## src/hw/rtl/lit_affine_texture_span_top_defines.svh

```systemverilog
// ----------------------------------------------------------------------------
// Span engine assertion macros
// Shared concurrent assertion forms for the span engine modules.
// ----------------------------------------------------------------------------
`ifndef LIT_AFFINE_TEXTURE_SPAN_TOP_DEFINES_SVH
`define LIT_AFFINE_TEXTURE_SPAN_TOP_DEFINES_SVH

// Condition holds in the same cycle as the trigger.
`define LATS_ASSERT_NOW(lbl, ante, cons, msg) \
	lbl: assert property (@(posedge clk) disable iff (!arst_n) (ante) |-> (cons)) \
		else $error(msg);

// Condition holds in the cycle after the trigger.
`define LATS_ASSERT_NEXT(lbl, ante, cons, msg) \
	lbl: assert property (@(posedge clk) disable iff (!arst_n) (ante) |=> (cons)) \
		else $error(msg);

`endif

```

## src/hw/rtl/lats_pkg.sv

```systemverilog
// ----------------------------------------------------------------------------
// Span engine package
// Types, codes and fixed widths shared by the span engine modules.
// ----------------------------------------------------------------------------
package lats_pkg;

	localparam logic [1:0] OP_LOAD_TEX   = 2'd0;
	localparam logic [1:0] OP_LOAD_LIGHT = 2'd1;
	localparam logic [1:0] OP_SPAN       = 2'd2;

	localparam logic [1:0] STS_PIX   = 2'd0;
	localparam logic [1:0] STS_EMPTY = 2'd1;
	localparam logic [1:0] STS_PUNT  = 2'd2;
	localparam logic [1:0] STS_WIDE  = 2'd3;

	localparam int CFG_IDX_W  = 3;
	localparam int CFG_DATA_W = 13;
	localparam logic [CFG_IDX_W-1:0] CFG_TRANSPARENT = 3'd0;
	localparam logic [CFG_IDX_W-1:0] CFG_POW2        = 3'd1;
	localparam logic [CFG_IDX_W-1:0] CFG_WIDTH_LOG2  = 3'd2;
	localparam logic [CFG_IDX_W-1:0] CFG_HEIGHT_LOG2 = 3'd3;
	localparam logic [CFG_IDX_W-1:0] CFG_ROW_STRIDE  = 3'd4;

	localparam logic [31:0] FRAC_MASK = 32'h0000FFFF;

	// Divider: dividend is |delta| * 2^16, divisor is the span width in 16.16.
	localparam int NUM_W  = 49;
	localparam int DIVR_W = 33;
	localparam int NLANE  = 3;
	localparam int LANE_U = 0;
	localparam int LANE_V = 1;
	localparam int LANE_L = 2;

	typedef enum logic [2:0] {
		S_IDLE,
		S_CEIL,
		S_CLASS,
		S_STAT,
		S_DIV,
		S_PRE,
		S_RUN,
		S_DRAIN
	} state_t;

	typedef struct packed {
		logic       span_load;
		logic       tex_we;
		logic       lt_we;
		logic       calc_ceil;
		logic       classify;
		logic       div_start;
		logic       pre_en;
		logic       emit_pix;
		logic       emit_stat;
	} cmd_t;

	typedef struct packed {
		logic [1:0] span_code;
		logic       div_done;
		logic       pre_done;
		logic       last_pix;
		logic       advance;
		logic       s1_busy;
	} sts_t;

endpackage

```

## src/hw/rtl/lats_if.sv

```systemverilog
// ----------------------------------------------------------------------------
// Span engine channels
// Valid/ready channels for command items and pixel results.
// ----------------------------------------------------------------------------
interface lats_in_if;
	logic               valid;
	logic               ready;
	logic [1:0]         opcode;
	logic [11:0]        mem_addr;
	logic [7:0]         mem_data;
	logic signed [31:0] left_x;
	logic signed [31:0] right_x;
	logic signed [31:0] left_u;
	logic signed [31:0] left_v;
	logic [19:0]        left_light;
	logic signed [31:0] right_u;
	logic signed [31:0] right_v;
	logic [19:0]        right_light;

	modport source(output valid, opcode, mem_addr, mem_data, left_x, right_x, left_u,
		left_v, left_light, right_u, right_v, right_light, input ready);
	modport sink(input valid, opcode, mem_addr, mem_data, left_x, right_x, left_u,
		left_v, left_light, right_u, right_v, right_light, output ready);
endinterface


```

## src/hw/rtl/lats_ctl.sv

```systemverilog
// ----------------------------------------------------------------------------
// Span engine controller
// Sequences load, classify, divide, prestep and pixel issue for each item.
// ----------------------------------------------------------------------------
`include "lit_affine_texture_span_top_defines.svh"

module lats_ctl (
	input  logic            clk,
	input  logic            arst_n,
	lats_in_if.sink         span_in,
	input  lats_pkg::sts_t  sts,
	output lats_pkg::cmd_t  cmd
);
	import lats_pkg::*;

	state_t state_q, state_d;
	logic   accept;

	assign span_in.ready = (state_q == S_IDLE);
	assign accept        = span_in.valid && span_in.ready;

	always_ff @(posedge clk or negedge arst_n) begin
		if (!arst_n) begin
			state_q <= S_IDLE;
		end else begin
			state_q <= state_d;
		end
	end

	always_comb begin
		state_d = state_q;
		cmd     = '0;
		unique case (state_q)
			S_IDLE: begin
				if (accept) begin
					cmd.tex_we    = (span_in.opcode == OP_LOAD_TEX);
					cmd.lt_we     = (span_in.opcode == OP_LOAD_LIGHT);
					cmd.span_load = (span_in.opcode == OP_SPAN);
					if (span_in.opcode == OP_SPAN) begin
						state_d = S_CEIL;
					end
				end
			end
			S_CEIL: begin
				cmd.calc_ceil = 1'b1;
				state_d       = S_CLASS;
			end
			S_CLASS: begin
				cmd.classify = 1'b1;
				if (sts.span_code == STS_PIX) begin
					cmd.div_start = 1'b1;
					state_d       = S_DIV;
				end else begin
					state_d = S_STAT;
				end
			end
			S_STAT: begin
				cmd.emit_stat = 1'b1;
				if (sts.advance) begin
					state_d = S_DRAIN;
				end
			end
			S_DIV: begin
				if (sts.div_done) begin
					state_d = S_PRE;
				end
			end
			S_PRE: begin
				cmd.pre_en = 1'b1;
				if (sts.pre_done) begin
					state_d = S_RUN;
				end
			end
			S_RUN: begin
				cmd.emit_pix = 1'b1;
				if (sts.advance && sts.last_pix) begin
					state_d = S_DRAIN;
				end
			end
			S_DRAIN: begin
				if (!sts.s1_busy) begin
					state_d = S_IDLE;
				end
			end
			default: begin
				state_d = S_IDLE;
			end
		endcase
	end

	`LATS_ASSERT_NOW(a_idle_pipe_empty, state_q == S_IDLE, !sts.s1_busy, "pipeline busy in idle")
	`LATS_ASSERT_NEXT(a_last_to_drain, state_q == S_RUN && sts.advance && sts.last_pix, state_q == S_DRAIN, "span did not end after last pixel")
endmodule

```

## src/flat_wrapper.sv

```systemverilog
// flat-port wrapper written by rule: the top's interface ports become plain ports
module lats_ctl_flat import lats_pkg::*;
  (clk, arst_n, sts, cmd, span_in_valid, span_in_opcode, span_in_mem_addr, span_in_mem_data, span_in_left_x, span_in_right_x, span_in_left_u, span_in_left_v, span_in_left_light, span_in_right_u, span_in_right_v, span_in_right_light, span_in_ready);
  lats_in_if span_in_i ();
  input  logic clk;
  input  logic arst_n;
  input  lats_pkg::sts_t sts;
  output lats_pkg::cmd_t cmd;
  input wire logic [$bits(span_in_i.valid)-1:0] span_in_valid;
  input wire logic [$bits(span_in_i.opcode)-1:0] span_in_opcode;
  input wire logic [$bits(span_in_i.mem_addr)-1:0] span_in_mem_addr;
  input wire logic [$bits(span_in_i.mem_data)-1:0] span_in_mem_data;
  input wire logic [$bits(span_in_i.left_x)-1:0] span_in_left_x;
  input wire logic [$bits(span_in_i.right_x)-1:0] span_in_right_x;
  input wire logic [$bits(span_in_i.left_u)-1:0] span_in_left_u;
  input wire logic [$bits(span_in_i.left_v)-1:0] span_in_left_v;
  input wire logic [$bits(span_in_i.left_light)-1:0] span_in_left_light;
  input wire logic [$bits(span_in_i.right_u)-1:0] span_in_right_u;
  input wire logic [$bits(span_in_i.right_v)-1:0] span_in_right_v;
  input wire logic [$bits(span_in_i.right_light)-1:0] span_in_right_light;
  output wire logic [$bits(span_in_i.ready)-1:0] span_in_ready;
  assign span_in_i.valid = span_in_valid;
  assign span_in_i.opcode = span_in_opcode;
  assign span_in_i.mem_addr = span_in_mem_addr;
  assign span_in_i.mem_data = span_in_mem_data;
  assign span_in_i.left_x = span_in_left_x;
  assign span_in_i.right_x = span_in_right_x;
  assign span_in_i.left_u = span_in_left_u;
  assign span_in_i.left_v = span_in_left_v;
  assign span_in_i.left_light = span_in_left_light;
  assign span_in_i.right_u = span_in_right_u;
  assign span_in_i.right_v = span_in_right_v;
  assign span_in_i.right_light = span_in_right_light;
  assign span_in_ready = span_in_i.ready;
  lats_ctl u_core (.clk(clk), .arst_n(arst_n), .span_in(span_in_i), .sts(sts), .cmd(cmd));
endmodule
```

## config.mk

```make
export PLATFORM = sky130hd
export DESIGN_NAME = lats_ctl_flat
export DESIGN_NICKNAME = d
export VERILOG_FILES = /design/src/hw/rtl/lats_pkg.sv /design/src/hw/rtl/lats_if.sv /design/src/hw/rtl/lats_ctl.sv /design/src/flat_wrapper.sv
export VERILOG_INCLUDE_DIRS = /design/src /design/src/hw/rtl
export SDC_FILE = /design/constraint.sdc
export NUM_CORES = 1
export LEC_CHECK = 0
export BUFFER_PORTS_ARGS = -buffer_cell sky130_fd_sc_hd__buf_2
export CORE_AREA = 5 5 104 106
export CTS_BUF_LIST = sky130_fd_sc_hd__clkbuf_4 sky130_fd_sc_hd__clkbuf_8
export DETAILED_ROUTE_END_ITERATION = 10
export DIE_AREA = 0 0 109 111
export PLACE_DENSITY = 0.4
export SLEW_MARGIN = 40
export SYNTH_ARGS = -nofsm -noshare
export SYNTH_HDL_FRONTEND = slang
export SYNTH_SLANG_ARGS = --single-unit
```

## constraint.sdc

```tcl
create_clock -name clk -period 1.6 [get_ports clk]
set_input_delay 0.24 -clock clk [delete_from_list [all_inputs] [get_ports clk]]
set_output_delay 0.24 -clock clk [all_outputs]
set_load 0.01 [all_outputs]
```

==> results of run 1 <==
worst register-to-register path: stages, from the launching register on:
cell and delay (ns):
dfrtp_2 0.45, buf_4 0.16, or4_1 0.53, o211ai_1 0.12, o32ai_1 0.10
power by group through the flow:
stage / Sequential, mW / Clock, mW / Combinational [mW]
final: 0.209 / 0.240 / 0.661
after global routing: 0.218 / 0.257 / 0.735
after CTS: 0.215 / 0.246 / 0.556
after detailed placement: 0.219 / 0 / 0.499
after global placement: 0.221 / 0 / 0.496
after floorplan: 0.132 / 0 / 0.445
routing by layer:
metal	wire (um)	vias up	global-route usage
li1	-	228	-
met1	622	214	0.0271
met2	741	13	0.0389
met3	126	7	0.0128
met4	87	2	0.0303
met5	20	-	0
timing repair:
action	in CTS	in global routing
pin swaps	1	1
setup endpoints to repair	5	4
gates resized for setup	3	6
hold buffers	1	0
hold endpoints to repair	3	0
buffers inserted	2	6
through the flow:
step / power [mW] / instances
after floorplan: 0.577 / 44
after global placement: 0.717 / 198
after detailed placement: 0.717 / 198
after CTS: 1.02 / 205
after global routing: 1.21 / 211
final: 1.11 / 211
final timing paths:
path,startpoint,endpoint,cells after the start
worst max-delay path,u_core.state_q[1]$_DFFE_PN0P_,cmd[3],3
worst min-delay path,arst_n,u_core.state_q[1]$_DFFE_PN0P_,2
worst max register to register,u_core.state_q[0]$_DFFE_PN0P_,u_core.state_q[1]$_DFFE_PN0P_,4
worst min register to register,u_core.state_q[2]$_DFFE_PN0P_,u_core.state_q[1]$_DFFE_PN0P_,2
max in group asynchronous,arst_n,u_core.state_q[0]$_DFFE_PN0P_,2
min in group clk,sts[2],u_core.state_q[1]$_DFFE_PN0P_,4
layout make-up:
cell class | count | share of cell area
multi-input cells | 35 | 0.358
well taps | 133 | 0.211
flip-flops and latches | 3 | 0.0998
repair buffers | 33 | 0.255
clock buffers | 4 | 0.0618
inverters | 3 | 0.0143
synth_stat cells:
master	count	area, sq um
buf_4	2	15.0
nor4_4	1	21.3
a2111oi_4	1	27.5
nor4_2	1	12.5
nor2_1	4	15.0
or4_1	1	7.51
o221ai_1	1	8.76
nor4bb_1	1	10.0
a21oi_1	2	10.0
nor2b_1	1	6.26
nor3_2	1	10.0
o32ai_1	1	8.76
and3b_1	1	8.76
nor3b_1	2	15.0
or2_0	2	12.5
buf_6	1	11.3
or2b_1	1	7.51
nand2_1	5	18.8
inv_1	3	11.3
a211o_1	1	8.76
dfrtp_1	3	75.1
o211ai_1	1	7.51
or2_2	1	6.26
a21o_1	1	7.51
o21bai_1	1	7.51
and3_1	2	12.5
nor3_1	2	10.0
logic make-up after synthesis:
family | after synthesis
compound gates | 9
flops | 3
simple gates | 26
buf+inv | 6
==> flow_metrics.tcl, run 1 <==
set metrics [dict create \
    critPathSlowestCell "dfrtp_2" \
    crit_fanout 8 \
    clock_power_share 0.216 \
    hpwl_um 1300 \
    antenna_found_initial 1 \
    p_int_mw 0.664 \
    cts.htree.levels 1 \
    power.leakage_nw 0.322 \
    max_flop_register "u_core.state_q" \
    initial_core_util 0.0385 \
    wl_um 1600 \
    synth_top_family_by_area "simple AND/OR/NAND/NOR gates" \
    core-area_sq_um 9680 \
    synth_compound_area_frac 0.232 \
    viasPerCell 2.20 \
    power.density_nw_per_um2 1410 \
    n_antenna_cell 0 \
    worst_pin_slew_ns 0.349 \
    ys_ff_latch 3 \
    hp-class "input pin to async pin" \
    synthCells 44 \
    final_area_sq_um 790 \
    die_y_um 111 \
    port_buffers 21 \
    place_congestion 0.662 \
    fp.dieW_um 109 \
    relSlewSlack 0.768 \
    synth_area_per_cell_sq_um 8.47 \
    final_cell_mix "buf_2, buf_4, nand2_1, nor2_1" \
    grt_max_degree 13 \
    cts_tree "built" \
    first_pass_iters 2 \
    cp-start-kind "flip-flop" \
    worst_ep_required_time_ns 1.36 \
    clock_skew_ns 0.000996 \
    synth.distinct_cells 27 \
    drt-wirelength-per-cell_um 7.57 \
    place_area_sq_um 641 \
    clk_pin_slew_ns 0.03 \
    hold_viol_final 0 \
    p_comb_frac 0.596 \
    p_switching_mw 0.446 \
    numCtsBuffers 3 \
    synthAdderAreaFrac 0 \
    crit_arrival_ns 1.32 \
    io_pins 274 \
    holdWs_ns 0.366 \
    path_delay_family "simple AND/OR/NAND/NOR gates" \
    criticalPathCategory "flip-flop to output pin" \
    status "finished clean" \
    grt_overflow 0 \
    seq_area_sq_um 78.8 \
    timing.final.crit_share 0.975 \
    largest_reg_flops 3 \
    ys_seq_area_frac 0.201 \
    track_usage 0.0273 \
    cts_sinks 3 \
    setup_violations 0 \
    crit_buf_inv 1 \
    cp-end-kind "output pin" \
    clockBufferDepth 2 \
    dr.first_iter.drc_count 7 \
    cp_slowest_stage_delay_ns 0.44 \
    switching_share 0.402 \
    setup_tns_ns 0 \
    nFillCells 1135 \
    fin_crit_ns 1.56 \
    pwr-share-seq 0.188 \
    final_common_cell "buf_2" \
    synth_area_sq_um 373 \
    multi_input_area_sq_um 283 \
    yosys_warnings 0 \
    max_freq_mhz 641 \
    ir_drop_mv 0.203 \
    fp.dieArea_sq_um 12100 \
    grt_pass1_wl_um 2420 \
    final_layout_size_suffix_gt1_frac 0.615 \
    postRouteAntennaNets 0 \
    top_regs "u_core.state_q: 3 flops" \
    crit_chain "or2b_4 -> nor4_4 -> buf_2" \
    cts_root_buf "clkbuf_8" \
    muxShareOfSynthArea 0 \
    maxCapViolations 0 \
    clkLatencyLatePin_ns 0.22 \
    grt_pass1_vias 478 \
    fin_util 0.0815 \
    synth_nets 308 \
    fp-row-count 36 \
    final_nets 343 \
    preCtsSetupSlack_ns 0.146 \
    layout-area-overhead-vs-synth_pct 112 \
    route.detailed.drc 0 \
    synthXorXnorAreaFrac 0 \
    vias 464 \
    regToRegSetupSlack_ns 0.12 \
    synth-simple-area-share 0.466 \
    rsz0062_at_grt "true" \
    worst_slack_ns 0.0395 \
    drv_slew 0 \
]
Power figures use the tool's default switching activity.
==> run 2: changes to the inputs <==
Settings changed: PLACE_DENSITY 0.4 to 0.41.
Clock period 1.6 ns to 1.35 ns, I/O delays scaled along.
==> run 2 against run 1 <==
- hold slack worse by 0.025 ns
- final area is 16% higher
- first-iteration DRC count is 100% lower
- largest power group unchanged
- sequential cell count stayed put
- the run now ends with setup timing left
- clock skew is 0.00061 ns lower
- critical endpoint unchanged
- core utilization is 1.3 points higher
- sequential power is 11% higher
- combinational power is 68% higher
- via count is 3.4% higher
- register-to-register slack worse by 0.23 ns
- die area stayed put
==> flow_metrics.tcl, run 2 (synthesis results as in run 1) <==
set metrics [dict create \
    grt_pass1_vias 546 \
    grt_overflow 0 \
    initial_core_util 0.0385 \
    hp-class "input pin to async pin" \
    cp_slowest_stage_delay_ns 0.45 \
    holdWs_ns 0.341 \
    crit_buf_inv 1 \
    power.density_nw_per_um2 1760 \
    hpwl_um 1370 \
    critPathSlowestCell "dfrtp_2" \
    crit_fanout 6 \
    cts.htree.levels 1 \
    track_usage 0.0295 \
    setup_violations 10 \
    wl_um 1650 \
    worst_slack_ns -0.157 \
    clkLatencyLatePin_ns 0.21 \
    fp.dieArea_sq_um 12100 \
    final_cell_mix "buf_2, buf_6, buf_4" \
    relSlewSlack 0.751 \
    seq_area_sq_um 78.8 \
    final_common_cell "buf_2" \
    setup_tns_ns -0.965 \
    maxUsedRoutingLayer "met5" \
    first_pass_iters 1 \
    status "finished, violations left" \
    postRouteAntennaNets 0 \
    ir_drop_mv 0.272 \
    nFillCells 1120 \
    rsz0062_at_grt "true" \
    cts_tree "built" \
    grt_max_degree 7 \
    drt-wirelength-per-cell_um 7.62 \
    max_flop_register "u_core.state_q" \
    final_layout_size_suffix_gt1_frac 0.759 \
    timing.final.crit_share 1.12 \
    cp-end-kind "output pin" \
    clock_skew_ns 0.000389 \
    hold_viol_final 0 \
    fin_util 0.0947 \
    cts_sinks 3 \
    dp_cells 204 \
    fin_crit_ns 1.51 \
    viasPerCell 2.22 \
    max_freq_mhz 663 \
    grt_pass1_wl_um 2640 \
    place_congestion 0.622 \
    multi_input_area_sq_um 327 \
    violations "setup timing" \
    crit_arrival_ns 1.30 \
    numCtsBuffers 3 \
    clk_pin_slew_ns 0.03 \
    fp.dieW_um 109 \
    core-area_sq_um 9680 \
    wl_met3_um 117 \
    preCtsSetupSlack_ns -0.0786 \
    top_regs "u_core.state_q: 3 flops" \
    cp-start-kind "flip-flop" \
    worst_ep_required_time_ns 1.15 \
    layout-area-overhead-vs-synth_pct 146 \
    final_area_sq_um 917 \
    n_antenna_cell 0 \
    clockBufferDepth 2 \
    path_delay_family "simple AND/OR/NAND/NOR gates" \
    drv_slew 0 \
    antenna_found_initial 2 \
    route.detailed.drc 0 \
    io_pins 274 \
    power.total_mw 1.61 \
    largest_reg_flops 3 \
    wl_met1_um 625 \
    place_area_sq_um 707 \
    wl_met2_um 809 \
    vias 480 \
    port_buffers 21 \
    final_nets 348 \
    power.leakage_nw 0.355 \
    cts_root_buf "clkbuf_8" \
    maxCapViolations 0 \
    layout.cells.non_filler 216 \
    worst_pin_slew_ns 0.373 \
    die_y_um 111 \
    fp-row-count 36 \
    dr.first_iter.drc_count 0 \
    criticalPathCategory "flip-flop to output pin" \
    crit_chain "or2b_1 -> nor4_4 -> buf_2" \
]
==> run 2: cell count changes in the layout (fill, tap and decap cells not counted), moves of 2 or more <==
cell	delta
inv_1	-2
buf_6	+9
buf_2	-3
and3_4	+2
and3_1	-2
nor2_1	-2
==> run 2: metal layers <==
layer / vias to the layer above / global-route usage
met4: 4 / 0.0303
met5: - / 0
met3: 6 / 0.0105
li1: 240 / -
met2: 13 / 0.0455
met1: 217 / 0.0292
==> run 2: area by class of cell <==
class	count	share of cell area
inverter	3	0.0177
multi-input combinational	35	0.356
sequential	3	0.0859
tap	133	0.181
timing repair buffer	38	0.306
clock buffer	4	0.0532
==> run 2: where the power goes <==
group | switching (mW) | internal, mW
clock network | 0.0560 | 0.221
registers | 0.0873 | 0.145
logic | 0.495 | 0.611
total | 0.638 | 0.976
==> run 2: repair_timing <==
| item | CTS | global route |
|---|---|---|
| endpoints found under the hold margin | 3 | 0 |
| endpoints found under the setup margin | 12 | 12 |
| resized for setup | 21 | 9 |
| pin swaps | 7 | 8 |
| buffers inserted | 7 | 1 |
| hold buffers | 1 | 0 |
==> run 2: worst register-to-register path, delay by kind of cell, from the launching register on <==
family	cells	cell delay, ns
buf+inv	2	0.25
flops	1	0.43
simple gates	3	0.67
==> run 2: path summary, 6_finish.rpt <==
| check | startpoint | endpoint | slack [ns] | cells after the start |
|---|---|---|---|---|
| setup / recovery | u_core.state_q[0]$_DFFE_PN0P_ | cmd[3] | -0.16 | 3 |
| hold / removal | arst_n | u_core.state_q[2]$_DFFE_PN0P_ | 0.34 | 2 |
| setup reg to reg | u_core.state_q[1]$_DFFE_PN0P_ | u_core.state_q[0]$_DFFE_PN0P_ | -0.11 | 5 |
| hold reg to reg | u_core.state_q[0]$_DFFE_PN0P_ | u_core.state_q[1]$_DFFE_PN0P_ | 0.79 | 3 |
| max in group asynchronous | arst_n | u_core.state_q[0]$_DFFE_PN0P_ | 0.89 | 2 |
| min in group clk | sts[2] | u_core.state_q[1]$_DFFE_PN0P_ | 0.36 | 4 |
